$ cat src/hdl/kfe_pkg.sv
// kfe_pkg: shared widths, register indexes, reset values and the
// configuration view handed from the setup sequencer to the pipeline
// no dependencies
package kfe_pkg;

	localparam int QUERY_W    = 16;
	localparam int SPEED_W    = 17;
	localparam int RATE_W     = 14;
	localparam int POS_W      = 32;
	localparam int CFG_IDX_W  = 3;
	localparam int CFG_DATA_W = 32;

	// clamped times: one past the largest query time is enough to decide t < limit
	localparam int                 TCL_W     = QUERY_W + 1;
	localparam logic [TCL_W-1:0]   TIME_SPAN = TCL_W'(1) << QUERY_W;

	// wide position sums, covers every frac_bits setting from 4 up
	localparam int ACC_W = 42;
	typedef logic signed [ACC_W-1:0] acc_t;

	localparam logic signed [POS_W-1:0] POS_MAX = {1'b0, {(POS_W-1){1'b1}}};
	localparam logic signed [POS_W-1:0] POS_MIN = {1'b1, {(POS_W-1){1'b0}}};

	// register indexes
	localparam logic [CFG_IDX_W-1:0] REG_START_POSITION = 3'd0;
	localparam logic [CFG_IDX_W-1:0] REG_START_SPEED    = 3'd1;
	localparam logic [CFG_IDX_W-1:0] REG_SPEED_CAP      = 3'd2;
	localparam logic [CFG_IDX_W-1:0] REG_ACCEL_RATE     = 3'd3;
	localparam logic [CFG_IDX_W-1:0] REG_DECEL_RATE     = 3'd4;

	// register reset values
	localparam logic signed [POS_W-1:0] RST_START_POSITION = '0;
	localparam logic [SPEED_W-1:0]      RST_START_SPEED    = 17'd0;
	localparam logic [SPEED_W-1:0]      RST_SPEED_CAP      = 17'd30720;
	localparam logic [RATE_W-1:0]       RST_ACCEL_RATE     = 14'd4096;
	localparam logic [RATE_W-1:0]       RST_DECEL_RATE     = 14'd6144;

	typedef struct packed {
		logic                       ready;     // derived values are current
		logic signed [POS_W-1:0]    position;
		logic [SPEED_W-1:0]         speed;
		logic [SPEED_W-1:0]         cap;
		logic [RATE_W-1:0]          accel;     // zero already mapped to one
		logic [RATE_W-1:0]          decel;     // zero already mapped to one
		logic                       below_cap; // start speed under the limit
		logic [TCL_W-1:0]           tz;        // stop time, clamped
		logic [TCL_W-1:0]           tl;        // time to reach the limit, clamped
		acc_t                       sl;        // position where the limit is reached
		acc_t                       sz;        // stop position
	} env_ctx_t;

endpackage

$ cat src/hdl/kfe_query_if.sv
// kfe_query_if: query channel, valid/ready with the query time
// depends on kfe_pkg
interface kfe_query_if;
	import kfe_pkg::*;

	logic               valid;
	logic               ready;
	logic [QUERY_W-1:0] query_time;

	modport source(output valid, output query_time, input ready);
	modport sink(input valid, input query_time, output ready);
endinterface

$ cat src/hdl/kfe_result_if.sv
// kfe_result_if: result channel, valid/ready with position and speed bounds
// depends on kfe_pkg
interface kfe_result_if;
	import kfe_pkg::*;

	logic                    valid;
	logic                    ready;
	logic signed [POS_W-1:0] pos_upper;
	logic signed [POS_W-1:0] pos_lower;
	logic [SPEED_W-1:0]      speed_upper;
	logic [SPEED_W-1:0]      speed_lower;

	modport source(output valid, output pos_upper, output pos_lower,
		output speed_upper, output speed_lower, input ready);
	modport sink(input valid, input pos_upper, input pos_lower,
		input speed_upper, input speed_lower, output ready);
endinterface

$ cat src/hdl/kfe_datapath.sv
// kfe_datapath: four-stage envelope pipeline with per-stage valid bits
// and bubble-collapsing stall control
// depends on kfe_pkg, kfe_query_if, kfe_result_if
module kfe_datapath #(
	parameter int FRAC_BITS = 10
) (
	input  logic             clk,
	input  logic             arst_n,
	input  kfe_pkg::env_ctx_t ctx,
	kfe_query_if.sink        query,
	kfe_result_if.source     result
);
	import kfe_pkg::*;

	localparam int F      = FRAC_BITS;
	localparam int VT_W   = SPEED_W + QUERY_W;
	localparam int VTS_W  = VT_W - F;
	localparam int AT_W   = RATE_W + QUERY_W;
	localparam int ATS_W  = AT_W - F;
	localparam int H_W    = ATS_W + QUERY_W;
	localparam int CR_W   = SPEED_W + QUERY_W;
	localparam int G_W    = ((ATS_W > SPEED_W) ? ATS_W : SPEED_W) + 1;

	typedef enum logic [1:0] {
		UP_ACCEL,
		UP_LIMITED,
		UP_HOLD
	} up_mode_t;

	function automatic logic signed [POS_W-1:0] sat_pos(input acc_t x);
		logic signed [POS_W-1:0] r;
		begin
			if (x > acc_t'(POS_MAX)) begin
				r = POS_MAX;
			end else if (x < acc_t'(POS_MIN)) begin
				r = POS_MIN;
			end else begin
				r = x[POS_W-1:0];
			end
			return r;
		end
	endfunction

	logic v_s1, v_s2, v_s3, v_s4;
	logic en1, en2, en3, en4;
	logic accept;

	// stage 1
	logic [QUERY_W-1:0] t_s1;
	logic [VT_W-1:0]    vt_s1;
	logic [AT_W-1:0]    at_s1;
	logic [AT_W-1:0]    dt_s1;
	logic [QUERY_W-1:0] rem_s1;
	up_mode_t           mode_s1;
	logic               below_tz_s1;
	up_mode_t           mode_d;
	logic [TCL_W-1:0]   t_ext;

	// stage 2
	logic [H_W-1:0]     ha_s2;
	logic [H_W-1:0]     hd_s2;
	logic [CR_W-1:0]    cr_s2;
	logic [VTS_W-1:0]   vt_s2;
	up_mode_t           mode_s2;
	logic               below_tz_s2;
	logic [SPEED_W-1:0] vu_s2;
	logic [SPEED_W-1:0] vl_s2;
	logic [ATS_W-1:0]   ats;
	logic [ATS_W-1:0]   dts;
	logic [G_W-1:0]     gain;
	logic [SPEED_W-1:0] capped;
	logic [SPEED_W-1:0] vu_d;
	logic [SPEED_W-1:0] vl_d;

	// stage 3
	acc_t               pu_s3;
	acc_t               pl_s3;
	logic [SPEED_W-1:0] vu_s3;
	logic [SPEED_W-1:0] vl_s3;
	acc_t               lin;
	acc_t               pu_d;
	acc_t               pl_d;

	// stage 4, the output register
	logic signed [POS_W-1:0] pu_s4;
	logic signed [POS_W-1:0] pl_s4;
	logic [SPEED_W-1:0]      vu_s4;
	logic [SPEED_W-1:0]      vl_s4;

	always_comb begin
		en4    = !v_s4 || result.ready;
		en3    = !v_s3 || en4;
		en2    = !v_s2 || en3;
		en1    = !v_s1 || en2;
		accept = query.valid && en1 && ctx.ready;
	end

	assign query.ready = en1 && ctx.ready;

	always_comb begin
		t_ext = TCL_W'(query.query_time);
		priority if (!ctx.below_cap) begin
			mode_d = UP_HOLD;
		end else if (t_ext < ctx.tl) begin
			mode_d = UP_ACCEL;
		end else begin
			mode_d = UP_LIMITED;
		end
	end

	always_comb begin
		ats    = at_s1[AT_W-1:F];
		dts    = dt_s1[AT_W-1:F];
		gain   = G_W'(ctx.speed) + G_W'(ats);
		capped = (gain < G_W'(ctx.cap)) ? SPEED_W'(gain) : ctx.cap;
		vu_d   = (capped < ctx.speed) ? ctx.speed : capped;
		vl_d   = below_tz_s1 ? ctx.speed - SPEED_W'(dts) : '0;
	end

	always_comb begin
		lin = acc_t'(ctx.position) + acc_t'(vt_s2);
		unique case (mode_s2)
			UP_ACCEL:   pu_d = lin + acc_t'(ha_s2[H_W-1:F+1]);
			UP_LIMITED: pu_d = ctx.sl + acc_t'(cr_s2[CR_W-1:F]);
			UP_HOLD:    pu_d = lin;
			default:    pu_d = lin;
		endcase
		pl_d = below_tz_s2 ? lin - acc_t'(hd_s2[H_W-1:F+1]) : ctx.sz;
	end

	always_ff @(posedge clk or negedge arst_n) begin
		if (!arst_n) begin
			v_s1 <= 1'b0;
			v_s2 <= 1'b0;
			v_s3 <= 1'b0;
			v_s4 <= 1'b0;
		end else begin
			if (en1) begin
				v_s1 <= accept;
			end
			if (en2) begin
				v_s2 <= v_s1;
			end
			if (en3) begin
				v_s3 <= v_s2;
			end
			if (en4) begin
				v_s4 <= v_s3;
			end
		end
	end

	always_ff @(posedge clk) begin
		if (en1) begin
			t_s1        <= query.query_time;
			vt_s1       <= ctx.speed * query.query_time;
			at_s1       <= ctx.accel * query.query_time;
			dt_s1       <= ctx.decel * query.query_time;
			rem_s1      <= query.query_time - ctx.tl[QUERY_W-1:0];
			mode_s1     <= mode_d;
			below_tz_s1 <= t_ext < ctx.tz;
		end
		if (en2) begin
			ha_s2       <= ats * t_s1;
			hd_s2       <= dts * t_s1;
			cr_s2       <= ctx.cap * rem_s1;
			vt_s2       <= vt_s1[VT_W-1:F];
			mode_s2     <= mode_s1;
			below_tz_s2 <= below_tz_s1;
			vu_s2       <= vu_d;
			vl_s2       <= vl_d;
		end
		if (en3) begin
			pu_s3 <= pu_d;
			pl_s3 <= pl_d;
			vu_s3 <= vu_s2;
			vl_s3 <= vl_s2;
		end
		if (en4) begin
			pu_s4 <= sat_pos(pu_s3);
			pl_s4 <= sat_pos(pl_s3);
			vu_s4 <= vu_s3;
			vl_s4 <= vl_s3;
		end
	end

	assign result.valid       = v_s4;
	assign result.pos_upper   = pu_s4;
	assign result.pos_lower   = pl_s4;
	assign result.speed_upper = vu_s4;
	assign result.speed_lower = vl_s4;
endmodule

$ cat src/flat_wrapper.sv
// flat-port wrapper written by rule: the top's interface ports become plain ports
module kfe_datapath_flat import kfe_pkg::*;
#(
	parameter int FRAC_BITS = 10
)
  (clk, arst_n, ctx, query_valid, query_query_time, query_ready, result_valid, result_pos_upper, result_pos_lower, result_speed_upper, result_speed_lower, result_ready);
  kfe_query_if query_i ();
  kfe_result_if result_i ();
  input  logic clk;
  input  logic arst_n;
  input  kfe_pkg::env_ctx_t ctx;
  input wire logic [$bits(query_i.valid)-1:0] query_valid;
  input wire logic [$bits(query_i.query_time)-1:0] query_query_time;
  output wire logic [$bits(query_i.ready)-1:0] query_ready;
  output wire logic [$bits(result_i.valid)-1:0] result_valid;
  output wire logic [$bits(result_i.pos_upper)-1:0] result_pos_upper;
  output wire logic [$bits(result_i.pos_lower)-1:0] result_pos_lower;
  output wire logic [$bits(result_i.speed_upper)-1:0] result_speed_upper;
  output wire logic [$bits(result_i.speed_lower)-1:0] result_speed_lower;
  input wire logic [$bits(result_i.ready)-1:0] result_ready;
  assign query_i.valid = query_valid;
  assign query_i.query_time = query_query_time;
  assign query_ready = query_i.ready;
  assign result_valid = result_i.valid;
  assign result_pos_upper = result_i.pos_upper;
  assign result_pos_lower = result_i.pos_lower;
  assign result_speed_upper = result_i.speed_upper;
  assign result_speed_lower = result_i.speed_lower;
  assign result_i.ready = result_ready;
  kfe_datapath #(.FRAC_BITS(FRAC_BITS)) u_core (.clk(clk), .arst_n(arst_n), .ctx(ctx), .query(query_i), .result(result_i));
endmodule
$ cat config.mk
export PLATFORM = sky130hd
export DESIGN_NAME = kfe_datapath_flat
export DESIGN_NICKNAME = d
export VERILOG_FILES = /design/src/hdl/kfe_pkg.sv /design/src/hdl/kfe_query_if.sv /design/src/hdl/kfe_result_if.sv /design/src/hdl/kfe_datapath.sv /design/src/flat_wrapper.sv
export SDC_FILE = /design/constraint.sdc
export NUM_CORES = 2
export LEC_CHECK = 0
export ABC_AREA = 1
export BUFFER_PORTS_ARGS = -buffer_cell sky130_fd_sc_hd__buf_2
export CORE_MARGIN = 5
export CORE_UTILIZATION = 45
export DETAILED_ROUTE_END_ITERATION = 10
export PLACE_DENSITY = 0.65
export SKIP_CTS_REPAIR_TIMING = 1
export SYNTH_ARGS = -nofsm -noshare
export SYNTH_HDL_FRONTEND = slang
export SYNTH_SLANG_ARGS = --single-unit
$ cat constraint.sdc
create_clock -name clk -period 14.7 [get_ports clk]
set_input_delay 1.47 -clock clk [delete_from_list [all_inputs] [get_ports clk]]
set_output_delay 1.47 -clock clk [all_outputs]
set_load 0.02 [all_outputs]
==> metrics.md <==
| Metric | Value |
|---|---|
| Synth area leader | fa_1 |
| Hold WC Path Type | register to register |
| Max transition margin | 22.39% |
| First DRT Iteration DRCs | 4,546 |
| CP arrival | 7.95 ns |
| Vias in the first global route | 68,280 |
| Root buffer cell | clkbuf_16 |
| Depth of the most critical reg-to-reg path | 25 |
| Nets | 12,490 |
| FFs w/ async S/R, synth | 0.8869% |
| Setup-failing EPs final | 0 |
| First-pass GRT wire length | 380,200 um |
| DR pass1 iterations | 6 |
| Residual DRC | 0 |
| Final worst-path setup slack | 7.158 ns |
| Gr ovfl total | 0 |
| Met2 global-route usage | 43.38% |
| Overall Global Routing Usage | 25.83% |
| Storage cell area | 0.01352 sq mm |
| CP Max Fanout | 33 |
| Syn nets | 12,450 |
| Fillcell total | 17,340 |
| CTS Buf Count | 54 |
| CTS Sinks | 451 |
| Die W | 433.9 um |
| Commonest cells in the netlist | nand2_1 (2,668), inv_1 (2,665), fa_1 (1,247) |
| PortBufs | 333 |
| Critical Path Max Stage Delay | 0.71 ns |
| Number of flops mapped to enable cells by yosys | 447 |
| Hold endpoint | u_core.result.speed_lower[1] |
| Skew final | 0.05772 ns |
| Top-count cell post-synth | nand2_1 |
| I/O pin count | 334 |
| Ys Warns | 0 |
| DRT Wirelength | 241,300 um |
| Most common cell on crit path | a21oi_1 |
| Met3 Resource Use GR | 2.783% |
| Worst-margin pin slew | 1.164 ns |
| GP Congestion | 0.9751 |
| Die Footprint | 0.1883 sq mm |
| R2r setup slk | 7.58 ns |
| Sequential-to-total area share from yosys stat | 16.72% |
| Clock tree from TritonCTS | built |
| Detail Route Antenna Nets | 0 |
| P&R area growth vs syn | 6.602% |
| Fin Setup TNS | 0 ns |
| Critical Path Start Type | primary input |
| CTS Buffer Depth | 3 |
| Clock-pin slew on the worst setup and hold paths | 0.06 ns |
| Initial core utilization | 45.28% |
| DR WL/cell | 19.12 um |
| Synth Instances | 10,180 |
| Placeable Area | 0.1786 sq mm |
| Via density | 5.178 |
| Initial antenna violation count | 7 |
| Via count | 65,340 |
| Critical path's slowest cell | nor4_2 |
| Final max-slew violation count | 0 |
| Pre-CTS WS | 6.517 ns |
| Hold_sp | u_core.vl_s3[1] |
| Grt peak-use layer | met2 |
| Worst Setup Path Type | primary input to register |
| Area contributors post-synth | fa_1 (31%), edfxtp_1 (17%), nand2_1 (12%) |
| Post-DP HPWL | 190,900 um |
| Mean Syn Cell Area | 7.945 sq um |
| Crit share post-route | 51.30% |
| Hold Fails Final Rpt | 0 |
| Worst R2R End | u_core.vu_s2[7] |
| Synth cell types | 56 |
| Fmax | 132.6 MHz |
| Worst Setup End Kind | register |
| Top cell type's share of synthesized area | 30.87% |
| GR Util met1 | 33.79% |
| Most used DFF post-synth | edfxtp_1 |
| Worst hold path depth | 0 |
| Fraction of layout instances using a drive strength above 1 | 5.292% |
| Mapped Area | 0.08087 sq mm |
| CP Data Required Time | 15.11 ns |
| Status | complete, no violations |
| Crit path time final | 7.542 ns |
| H-tree Lvls | 2 |
| Worst-Skew Late Latency | 0.68 ns |
| Max Cap Viol | 0 |
| Seq cells post-synth | 451 |
| Num rows | 155 |
| Reg-to-Reg Start | u_core.at_s1[10] |
| Die Height | 433.9 um |
| Largest net degree at the start of global routing | 76 |
| Area of the multi-input gates | 0.05579 sq mm |
| Unrepaired setup endpoints after global routing | no |
==> worst max-delay path, delay by kind of cell <==
family	cells	cell delay (ns)
XOR/XNOR	1	0.50
AND/OR/NAND/NOR	10	2.03
adder cells (fa/ha/maj)	3	1.26
AO/OA/AOI/OAI	7	1.41
buffers and inverters	4	1.22
==> cell type report <==
class / instances / share of cell area (%)
well taps: 2355 / 3.418
inverters: 2669 / 11.64
clock buffers: 63 / 1.631
diodes: 4 / 0.01161
multi-input cells: 6647 / 64.72
clock inverters: 34 / 0.4049
repair buffers: 397 / 2.490
flip-flops and latches: 451 / 15.69
==> layer usage <==
metal | vias to the layer above | routed length [um]
met5 | - | 0
met4 | 0 | 13150
li1 | 30510 | -
met3 | 517 | 15660
met1 | 31930 | 99330
met2 | 2388 | 113200
==> stage by stage <==
stage	hold slack [ns]	utilization, %	instances	cell area, sq um
final	0.4165	48.27	12620	86210
after global placement	0.4006	47.28	12520	84440
after floorplan	0.4003	-	10180	80870
after detailed placement	0.4045	47.28	12520	84440
after CTS	0.4173	48.26	12620	86200
after global routing	0.4223	48.26	12620	86210
==> kinds of logic (layout without fill, tap and decap cells) <==
| kind of cell | after synthesis | in the layout | share of synthesized area (%) |
|---|---|---|---|
| xor+xnor | 228 | 228 | 2.469 |
| fa+ha+maj | 2037 | 2037 | 43.09 |
| compound gates | 933 | 933 | 6.473 |
| other cells | 0 | 4 | 0 |
| flops | 451 | 451 | 16.72 |
| buf+inv | 3081 | 3163 | 14.32 |
| simple gates | 3449 | 3449 | 16.92 |
==> worst max path at each step <==
stage	endpoint	slack, ns	from	depth (start not counted)
2_1_floorplan	u_core.at_s1[10]	3.40	result_ready	8
3_3_place_gp	u_core.vu_s2[11]	6.62	ctx[165]	27
3_5_place_dp	u_core.vu_s2[10]	6.52	ctx[165]	25
4_1_cts	u_core.vu_s2[7]	7.24	ctx[165]	27
5_1_grt	u_core.vu_s2[7]	6.82	ctx[165]	27
6_report	u_core.vu_s2[7]	7.16	ctx[165]	25
==> registers in the layout, summed over array words and instances, names as in the netlist, 2 cells and up <==
name	count
u_core.result.speed_lower	17
u_core.mode_s1	2
u_core.result.speed_upper	17
u_core.vu_s2	17
u_core.hd_s2	25
u_core.vt_s1	23
u_core.pu_s3	42
u_core.vt_s2	23
u_core.cr_s2	23
u_core.vu_s3	17
u_core.t_s1	16
u_core.vl_s2	17
u_core.dt_s1	20
u_core.vl_s3	17
u_core.result.pos_upper	32
u_core.at_s1	20
u_core.mode_s2	2
u_core.rem_s1	16
u_core.result.pos_lower	32
u_core.ha_s2	25
u_core.pl_s3	42
==> placed cells by master (no fill, tap or decap), drive strengths merged, types with 5 or more instances in the layout <==
cell        n
or2        17
nor3       55
a31o        5
clkinv     21
a21o       27
buf       397
edfxtp    447
nand3b     12
a21oi     472
nand3     225
inv      2674
nand2    2677
nand4      49
ha        790
o21bai     26
o2111ai     5
o221ai      9
xnor2      82
fa       1247
a221oi      6
o21ai     240
a21boi     16
clkbuf     63
o21a       38
nor4       25
a31oi      42
o211ai     24
xor2      146
a211oi      5
nor2      381
o31ai      10
Power is not shown: default switching activity piles up to over one toggle a cycle in this logic, so the estimate is an artifact.
