**src/hdl/kfe_pkg.sv**
```systemverilog
// kfe_pkg: shared widths, register indexes, reset values and the
// configuration view handed from the setup sequencer to the pipeline
// no dependencies
package kfe_pkg;

	localparam int QUERY_W    = 16;
	localparam int SPEED_W    = 17;
	localparam int RATE_W     = 14;
	localparam int POS_W      = 32;
	localparam int CFG_IDX_W  = 3;
	localparam int CFG_DATA_W = 32;

	// clamped times: one past the largest query time is enough to decide t < limit
	localparam int                 TCL_W     = QUERY_W + 1;
	localparam logic [TCL_W-1:0]   TIME_SPAN = TCL_W'(1) << QUERY_W;

	// wide position sums, covers every frac_bits setting from 4 up
	localparam int ACC_W = 42;
	typedef logic signed [ACC_W-1:0] acc_t;

	localparam logic signed [POS_W-1:0] POS_MAX = {1'b0, {(POS_W-1){1'b1}}};
	localparam logic signed [POS_W-1:0] POS_MIN = {1'b1, {(POS_W-1){1'b0}}};

	// register indexes
	localparam logic [CFG_IDX_W-1:0] REG_START_POSITION = 3'd0;
	localparam logic [CFG_IDX_W-1:0] REG_START_SPEED    = 3'd1;
	localparam logic [CFG_IDX_W-1:0] REG_SPEED_CAP      = 3'd2;
	localparam logic [CFG_IDX_W-1:0] REG_ACCEL_RATE     = 3'd3;
	localparam logic [CFG_IDX_W-1:0] REG_DECEL_RATE     = 3'd4;

	// register reset values
	localparam logic signed [POS_W-1:0] RST_START_POSITION = '0;
	localparam logic [SPEED_W-1:0]      RST_START_SPEED    = 17'd0;
	localparam logic [SPEED_W-1:0]      RST_SPEED_CAP      = 17'd30720;
	localparam logic [RATE_W-1:0]       RST_ACCEL_RATE     = 14'd4096;
	localparam logic [RATE_W-1:0]       RST_DECEL_RATE     = 14'd6144;

	typedef struct packed {
		logic                       ready;     // derived values are current
		logic signed [POS_W-1:0]    position;
		logic [SPEED_W-1:0]         speed;
		logic [SPEED_W-1:0]         cap;
		logic [RATE_W-1:0]          accel;     // zero already mapped to one
		logic [RATE_W-1:0]          decel;     // zero already mapped to one
		logic                       below_cap; // start speed under the limit
		logic [TCL_W-1:0]           tz;        // stop time, clamped
		logic [TCL_W-1:0]           tl;        // time to reach the limit, clamped
		acc_t                       sl;        // position where the limit is reached
		acc_t                       sz;        // stop position
	} env_ctx_t;

endpackage

```
**src/hdl/kfe_cfg_if.sv**
```systemverilog
// kfe_cfg_if: register write channel, valid/ready with index and data
// depends on kfe_pkg
interface kfe_cfg_if;
	import kfe_pkg::*;

	logic                  valid;
	logic                  ready;
	logic [CFG_IDX_W-1:0]  index;
	logic [CFG_DATA_W-1:0] data;

	modport source(output valid, output index, output data, input ready);
	modport sink(input valid, input index, input data, output ready);
endinterface

```
**src/hdl/kfe_div.sv**
```systemverilog
// kfe_div: unsigned restoring divider, one quotient bit per cycle
// no package dependencies
module kfe_div #(
	parameter int NUM_W = 34,
	parameter int DEN_W = 15
) (
	input  logic             clk,
	input  logic             arst_n,
	input  logic             start,
	input  logic [NUM_W-1:0] num,
	input  logic [DEN_W-1:0] den,
	output logic             done,
	output logic [NUM_W-1:0] quo
);
	localparam int CNT_W = $clog2(NUM_W + 1);

	logic             run_q;
	logic             done_q;
	logic [CNT_W-1:0] cnt_q;
	logic [NUM_W-1:0] num_q;
	logic [NUM_W-1:0] quo_q;
	logic [DEN_W-1:0] den_q;
	logic [DEN_W-1:0] rem_q;
	logic [DEN_W:0]   trial;
	logic [DEN_W:0]   diff;
	logic             fits;

	always_comb begin
		trial = {rem_q, num_q[NUM_W-1]};
		diff  = trial - {1'b0, den_q};
		fits  = trial >= {1'b0, den_q};
	end

	always_ff @(posedge clk or negedge arst_n) begin
		if (!arst_n) begin
			run_q  <= 1'b0;
			done_q <= 1'b0;
			cnt_q  <= '0;
		end else if (start) begin
			run_q  <= 1'b1;
			done_q <= 1'b0;
			cnt_q  <= CNT_W'(NUM_W);
		end else if (run_q) begin
			cnt_q <= cnt_q - 1'b1;
			if (cnt_q == CNT_W'(1)) begin
				run_q  <= 1'b0;
				done_q <= 1'b1;
			end
		end else begin
			done_q <= 1'b0;
		end
	end

	always_ff @(posedge clk) begin
		if (start) begin
			num_q <= num;
			den_q <= den;
			rem_q <= '0;
			quo_q <= '0;
		end else if (run_q) begin
			num_q <= num_q << 1;
			rem_q <= fits ? diff[DEN_W-1:0] : trial[DEN_W-1:0];
			quo_q <= {quo_q[NUM_W-2:0], fits};
		end
	end

	assign done = done_q;
	assign quo  = quo_q;
endmodule

```
**src/hdl/kfe_setup.sv**
```systemverilog
// kfe_setup: configuration registers and the sequencer that derives stop
// time, stop position, limit time and limit position; uses kfe_div
// depends on kfe_pkg, kfe_cfg_if, kfe_div
module kfe_setup #(
	parameter int FRAC_BITS = 10
) (
	input  logic              clk,
	input  logic              arst_n,
	kfe_cfg_if.sink           cfg,
	output kfe_pkg::env_ctx_t ctx
);
	import kfe_pkg::*;

	localparam int F         = FRAC_BITS;
	localparam int DIV_NUM_W = (SPEED_W + F > 2 * SPEED_W) ? SPEED_W + F : 2 * SPEED_W;
	localparam int DEN_W     = RATE_W + 1;
	localparam int PA_W      = SPEED_W + TCL_W;
	localparam int PB_W      = RATE_W + TCL_W;
	localparam int PC_W      = PB_W - F + TCL_W;

	typedef enum logic [3:0] {
		ST_LAUNCH_TZ,
		ST_WAIT_TZ,
		ST_LAUNCH_TL,
		ST_WAIT_TL,
		ST_LAUNCH_SZ,
		ST_WAIT_SZ,
		ST_MUL_A,
		ST_MUL_B,
		ST_SUM,
		ST_READY
	} state_t;

	state_t                  state_q;
	logic signed [POS_W-1:0] pos_q;
	logic [SPEED_W-1:0]      speed_q;
	logic [SPEED_W-1:0]      cap_q;
	logic [RATE_W-1:0]       accel_q;
	logic [RATE_W-1:0]       decel_q;
	logic [TCL_W-1:0]        tz_q;
	logic [TCL_W-1:0]        tl_q;
	acc_t                    sz_q;
	acc_t                    sl_q;
	logic [PA_W-1:0]         pa_q;
	logic [PB_W-1:0]         pb_q;
	logic [PC_W-1:0]         pc_q;

	logic [RATE_W-1:0]    acc_nz;
	logic [RATE_W-1:0]    dec_nz;
	logic [2*SPEED_W-1:0] sq;
	logic                 div_start;
	logic [DIV_NUM_W-1:0] div_num;
	logic [DEN_W-1:0]     div_den;
	logic                 div_done;
	logic [DIV_NUM_W-1:0] div_quo;
	logic [TCL_W-1:0]     quo_clamp;

	always_comb begin
		acc_nz    = (accel_q == '0) ? RATE_W'(1) : accel_q;
		dec_nz    = (decel_q == '0) ? RATE_W'(1) : decel_q;
		sq        = speed_q * speed_q;
		quo_clamp = (div_quo > DIV_NUM_W'(TIME_SPAN)) ? TIME_SPAN : div_quo[TCL_W-1:0];
		div_start = 1'b0;
		div_num   = '0;
		div_den   = '0;
		unique case (state_q)
			ST_LAUNCH_TZ: begin
				div_start = 1'b1;
				div_num   = DIV_NUM_W'(speed_q) << F;
				div_den   = DEN_W'(dec_nz);
			end
			ST_LAUNCH_TL: begin
				div_start = 1'b1;
				div_num   = DIV_NUM_W'(cap_q - speed_q) << F;
				div_den   = DEN_W'(acc_nz);
			end
			ST_LAUNCH_SZ: begin
				div_start = 1'b1;
				div_num   = DIV_NUM_W'(sq);
				div_den   = {dec_nz, 1'b0};
			end
			default: begin
				div_start = 1'b0;
			end
		endcase
	end

	kfe_div #(
		.NUM_W(DIV_NUM_W),
		.DEN_W(DEN_W)
	) u_div (
		.clk   (clk),
		.arst_n(arst_n),
		.start (div_start),
		.num   (div_num),
		.den   (div_den),
		.done  (div_done),
		.quo   (div_quo)
	);

	always_ff @(posedge clk or negedge arst_n) begin
		if (!arst_n) begin
			state_q <= ST_LAUNCH_TZ;
			pos_q   <= RST_START_POSITION;
			speed_q <= RST_START_SPEED;
			cap_q   <= RST_SPEED_CAP;
			accel_q <= RST_ACCEL_RATE;
			decel_q <= RST_DECEL_RATE;
			tz_q    <= '0;
			tl_q    <= '0;
			sz_q    <= '0;
			sl_q    <= '0;
			pa_q    <= '0;
			pb_q    <= '0;
			pc_q    <= '0;
		end else if (cfg.valid) begin
			// any write restarts the derivation
			state_q <= ST_LAUNCH_TZ;
			unique case (cfg.index)
				REG_START_POSITION: pos_q   <= cfg.data[POS_W-1:0];
				REG_START_SPEED:    speed_q <= cfg.data[SPEED_W-1:0];
				REG_SPEED_CAP:      cap_q   <= cfg.data[SPEED_W-1:0];
				REG_ACCEL_RATE:     accel_q <= cfg.data[RATE_W-1:0];
				REG_DECEL_RATE:     decel_q <= cfg.data[RATE_W-1:0];
				default:            ;
			endcase
		end else begin
			unique case (state_q)
				ST_LAUNCH_TZ: state_q <= ST_WAIT_TZ;
				ST_WAIT_TZ: begin
					if (div_done) begin
						tz_q    <= quo_clamp;
						state_q <= ST_LAUNCH_TL;
					end
				end
				ST_LAUNCH_TL: state_q <= ST_WAIT_TL;
				ST_WAIT_TL: begin
					if (div_done) begin
						tl_q    <= quo_clamp;
						state_q <= ST_LAUNCH_SZ;
					end
				end
				ST_LAUNCH_SZ: state_q <= ST_WAIT_SZ;
				ST_WAIT_SZ: begin
					if (div_done) begin
						sz_q    <= acc_t'(pos_q) + acc_t'(div_quo);
						state_q <= ST_MUL_A;
					end
				end
				ST_MUL_A: begin
					pa_q    <= speed_q * tl_q;
					pb_q    <= acc_nz * tl_q;
					state_q <= ST_MUL_B;
				end
				ST_MUL_B: begin
					pc_q    <= pb_q[PB_W-1:F] * tl_q;
					state_q <= ST_SUM;
				end
				ST_SUM: begin
					// position at the limit, same terms as the accelerating branch
					sl_q    <= acc_t'(pos_q) + acc_t'(pa_q[PA_W-1:F])
						+ acc_t'(pc_q[PC_W-1:F+1]);
					state_q <= ST_READY;
				end
				ST_READY: state_q <= ST_READY;
				default:  state_q <= ST_LAUNCH_TZ;
			endcase
		end
	end

	assign cfg.ready = 1'b1;

	always_comb begin
		ctx.ready     = state_q == ST_READY;
		ctx.position  = pos_q;
		ctx.speed     = speed_q;
		ctx.cap       = cap_q;
		ctx.accel     = acc_nz;
		ctx.decel     = dec_nz;
		ctx.below_cap = speed_q < cap_q;
		ctx.tz        = tz_q;
		ctx.tl        = tl_q;
		ctx.sl        = sl_q;
		ctx.sz        = sz_q;
	end
endmodule

```
**src/flat_wrapper.sv**
```systemverilog
// flat-port wrapper written by rule: the top's interface ports become plain ports
module kfe_setup_flat import kfe_pkg::*;
#(
	parameter int FRAC_BITS = 10
)
  (clk, arst_n, ctx, cfg_valid, cfg_index, cfg_data, cfg_ready);
  kfe_cfg_if cfg_i ();
  input  logic clk;
  input  logic arst_n;
  output kfe_pkg::env_ctx_t ctx;
  input wire logic [$bits(cfg_i.valid)-1:0] cfg_valid;
  input wire logic [$bits(cfg_i.index)-1:0] cfg_index;
  input wire logic [$bits(cfg_i.data)-1:0] cfg_data;
  output wire logic [$bits(cfg_i.ready)-1:0] cfg_ready;
  assign cfg_i.valid = cfg_valid;
  assign cfg_i.index = cfg_index;
  assign cfg_i.data = cfg_data;
  assign cfg_ready = cfg_i.ready;
  kfe_setup #(.FRAC_BITS(FRAC_BITS)) u_core (.clk(clk), .arst_n(arst_n), .cfg(cfg_i), .ctx(ctx));
endmodule
```
**config.mk**
```make
export PLATFORM = sky130hd
export DESIGN_NAME = kfe_setup_flat
export DESIGN_NICKNAME = d
export VERILOG_FILES = /design/src/hdl/kfe_pkg.sv /design/src/hdl/kfe_cfg_if.sv /design/src/hdl/kfe_div.sv /design/src/hdl/kfe_setup.sv /design/src/flat_wrapper.sv
export SDC_FILE = /design/constraint.sdc
export NUM_CORES = 2
export LEC_CHECK = 0
export ABC_AREA = 1
export BUFFER_PORTS_ARGS = -buffer_cell sky130_fd_sc_hd__buf_4
export CAP_MARGIN = 5
export CORE_ASPECT_RATIO = 1.2
export CORE_UTILIZATION = 55
export CTS_CLUSTER_DIAMETER = 80
export DETAILED_ROUTE_END_ITERATION = 8
export GPL_TIMING_DRIVEN = 0
export PLACE_DENSITY_LB_ADDON = 0.1
export SYNTH_ARGS = -nofsm -noshare
export SYNTH_HDL_FRONTEND = slang
export SYNTH_SLANG_ARGS = --single-unit
```
**constraint.sdc**
```tcl
create_clock -name clk -period 10.4 [get_ports clk]
set_input_delay 0 -clock clk [delete_from_list [all_inputs] [get_ports clk]]
set_output_delay 0 -clock clk [all_outputs]
set_load 0.05 [all_outputs]
```
==> impl_metrics.json <==
{
  "fin_crit_sh": 0.787,
  "fmaxAchievable_mhz": 122,
  "finalWirelength_mm": 216,
  "grt_first_pass_wirelength_mm": 326,
  "grt_max_degree": 118,
  "first_iter_violations": 4662,
  "synth_nets": 9357,
  "unrepaired_setup_endpoints_after_global_routing": "false",
  "syn_avg_cell_area_sq_um": 7.64,
  "ys_dominant_reg_cell": "sky130_fd_sc_hd__dfrtp_1",
  "cts_max_level": 2,
  "synth.distinct_cells": 65,
  "grtUsageTotal": 0.394,
  "synth_area_leader_cell": "sky130_fd_sc_hd__fa_1",
  "hold_ws_ps": 129,
  "start_util": 0.557,
  "vias_per_cell": 5.55,
  "drc_errors": 0,
  "max_slew_margin": 0.0992,
  "hold_path_startpoint": "cfg_data[26]",
  "design.core.area_sq_mm": 0.108,
  "postRouteAntennaNets": 0,
  "finalWeightedCongestion": 1.01,
  "final_critical_path_required_period_ps": 8190,
  "yosys-top-cells-area": "sky130_fd_sc_hd__fa_1 29%, sky130_fd_sc_hd__nand2_1 13%, sky130_fd_sc_hd__dfrtp_1 12%, sky130_fd_sc_hd__inv_1 12%, sky130_fd_sc_hd__ha_1 11%",
  "cts_buffer_depth": 3,
  "timing.critical_path.slowest_cell_delay_ps": 890,
  "power.leakage_nw": 36.9,
  "post_synth_most_frequent_cells": "2074 x sky130_fd_sc_hd__nand2_1, 1876 x sky130_fd_sc_hd__inv_1, 877 x sky130_fd_sc_hd__fa_1",
  "fin_tns_setup_ps": 0,
  "critical_path.startpoint_type": "flop",
  "cts_tree": "done",
  "critPathRequiredTime_ps": 10760,
  "hp-class": "primary input to flop",
  "io_pins": 253,
  "cts.root.buffer_cell": "sky130_fd_sc_hd__clkbuf_16",
  "gr-total-overflow": 0,
  "peakVddDrop_uv": 407,
  "detail_route.first_pass.iterations": 7,
  "final_layout_size_suffix_gt1_frac": 0.0594,
  "avgRoutedWirePerCell_microns": 22.3,
  "critPathKind": "flop to flop",
  "clock-skew-final_ps": 30.7,
  "cts_buffers": 45,
  "yosysWarningCount": 0,
  "max-cap-violations": 0,
  "synthDominantCellAreaShare": 0.291,
  "final_nets": 9697,
  "critPathSlowestCell": "sky130_fd_sc_hd__buf_1",
  "worst_pin_slew_ps": 1350,
  "portBuffers": 250,
  "rr_startpoint": "u_core.speed_q[16]",
  "critical_path_peak_fanout": 10,
  "synth-edff-count": 49,
  "synth.cell_area_sq_mm": 0.0604,
  "ys_ff_latch": 388,
  "placement_rows": 132,
  "layout-area-overhead-vs-synth_pct": 9.43,
  "count_of_endpoints_failing_hold_in_the_final_timing_report": 0,
  "synth_sequential_area_ratio": 0.161,
  "power.density_mw_per_mm2": 187,
  "setup.worst_path.end_class": "flop",
  "number_of_antenna_violations_at_the_first_check_in_global_routing": 6,
  "synth.most_common_cell": "sky130_fd_sc_hd__nand2_1",
  "detailed_place_hpwl_mm": 178,
  "status": "completed",
  "post_synth_inst_count": 7904,
  "floorplan.die_area_sq_mm": 0.111,
  "async_flop_share": 0.747,
  "finalMaxSlewViolations": 0,
  "cp.arrival_ps": 8550,
  "final-setup-viol-count": 0,
  "worstSetupStartpoint": "u_core.speed_q[16]",
  "y_dimension_of_the_die_microns": 365,
  "path_clk_slew_ps": 70,
  "routed-via-count": 53771,
  "count_of_clock_tree_sinks": 388,
  "number_of_global_route_vias_before_repair": 54241,
  "die_width_microns": 304,
  "worst_skew_pair.late_latency_ps": 660
}
layout by cell type (no fill, tap or decap), types with 15 or more instances in the layout:
cell type,netlist,routed
sky130_fd_sc_hd__nand2_1,2074,2074
sky130_fd_sc_hd__inv_1,1876,1876
sky130_fd_sc_hd__fa_1,877,877
sky130_fd_sc_hd__ha_1,538,538
sky130_fd_sc_hd__nor2_1,340,340
sky130_fd_sc_hd__o21ai_0,337,337
sky130_fd_sc_hd__a21oi_1,291,291
sky130_fd_sc_hd__clkbuf_1,281,286
sky130_fd_sc_hd__dfrtp_1,283,283
sky130_fd_sc_hd__buf_4,9,258
sky130_fd_sc_hd__nand3_1,193,193
sky130_fd_sc_hd__xnor2_1,72,72
sky130_fd_sc_hd__xor2_1,71,71
sky130_fd_sc_hd__edfxtp_1,49,49
sky130_fd_sc_hd__dfxtp_1,49,49
sky130_fd_sc_hd__nand4_1,47,47
sky130_fd_sc_hd__clkbuf_16,0,46
sky130_fd_sc_hd__nor3_1,43,43
sky130_fd_sc_hd__o22ai_1,41,41
sky130_fd_sc_hd__mux2_2,40,40
sky130_fd_sc_hd__dlygate4sd3_1,0,40
sky130_fd_sc_hd__a31oi_1,37,37
sky130_fd_sc_hd__buf_1,36,36
sky130_fd_sc_hd__o21bai_1,33,33
sky130_fd_sc_hd__a21o_1,26,26
sky130_fd_sc_hd__or2_2,26,26
sky130_fd_sc_hd__o21a_1,20,20
sky130_fd_sc_hd__nor4_1,17,17
sky130_fd_sc_hd__buf_2,16,16
sky130_fd_sc_hd__nand2_2,15,15
sky130_fd_sc_hd__nand3b_1,15,15
timing repair:
item,4_1_cts,5_1_grt
hold buffers,41,0
resized for setup,0,0
setup buffers,0,0
hold endpoints to repair,218,0
report_power, final:
group          internal, W  switching [W]
logic              0.00279        0.00572
registers          0.00187       0.000268
clock network     0.000974       0.000740
total              0.00563        0.00673
metrics by stage:
stage	setup WS (ps)	util	std cells	area (sq um)	total power, W
final	2210	0.610	9689	66100	0.0124
after global routing	2010	0.610	9688	66100	0.0134
after CTS	2350	0.610	9688	66100	0.0123
after detailed placement	2410	0.592	9563	64100	0.0105
after global placement	2480	0.591	9561	64000	0.0105
after floorplan	4100	-	7904	60400	0.00798
final cells by class:
| cell class | count | area (sq um) |
|---|---|---|
| well taps | 1407 | 1760 |
| flip-flops and latches | 388 | 9720 |
| clock buffers | 58 | 1270 |
| fillers | 10245 | 42300 |
| diodes | 1 | 2.50 |
| clock inverters | 26 | 303 |
| inverters | 1894 | 7110 |
| repair buffers | 293 | 2360 |
| plain buffers | 344 | 1350 |
| multi-input cells | 5278 | 42200 |
final timing paths:
kind                                           to  slack [ps]  cells past startpoint
max                        u_core.u_div.num_q[30]        2210                     26
min                              u_core.pos_q[26]         130                      3
max reg2reg                u_core.u_div.num_q[30]        2210                     26
min reg2reg                u_core.u_div.rem_q[10]         470                      2
max in group asynchronous         u_core.pb_q[25]        8600                      5
min in group asynchronous       u_core.decel_q[2]         440                      3
cells by family after synthesis:
logic type | share of synthesized area
XOR/XNOR | 0.0207
AO/OA/AOI/OAI | 0.0816
AND/OR/NAND/NOR | 0.187
other | 0.0000621
adder cells (fa/ha/maj) | 0.402
multiplexers | 0.00746
flip-flops | 0.161
buffers and inverters | 0.140
sequential cells by signal, indices dropped and copies added, names as in the netlist:
name,cells
u_core.accel_q,14
u_core.cap_q,17
u_core.decel_q,14
u_core.pa_q,24
u_core.pb_q,21
u_core.pc_q,27
u_core.pos_q,32
u_core.sl_q,42
u_core.speed_q,17
u_core.state_q,4
u_core.sz_q,36
u_core.tl_q,17
u_core.tz_q,17
u_core.u_div.cnt_q,6
u_core.u_div.den_q,15
u_core.u_div.done,1
u_core.u_div.num_q,34
u_core.u_div.quo,34
u_core.u_div.rem_q,15
u_core.u_div.run_q,1
critical path: cells and delay by family, from the launching register on:
kind            cells  cell delay, ps
compound gates      1             100
fa+ha+maj           7            3710
simple gates       11            1790
buf+inv             7            1920
flops               1             380
metal layers:
metal	global-route usage	wire length [microns]
met1	0.495	83800
met2	0.643	98800
met3	0.0866	20400
met4	0.196	12700
met5	0	47
No activity file was read; power rests on OpenSTA's default activity.
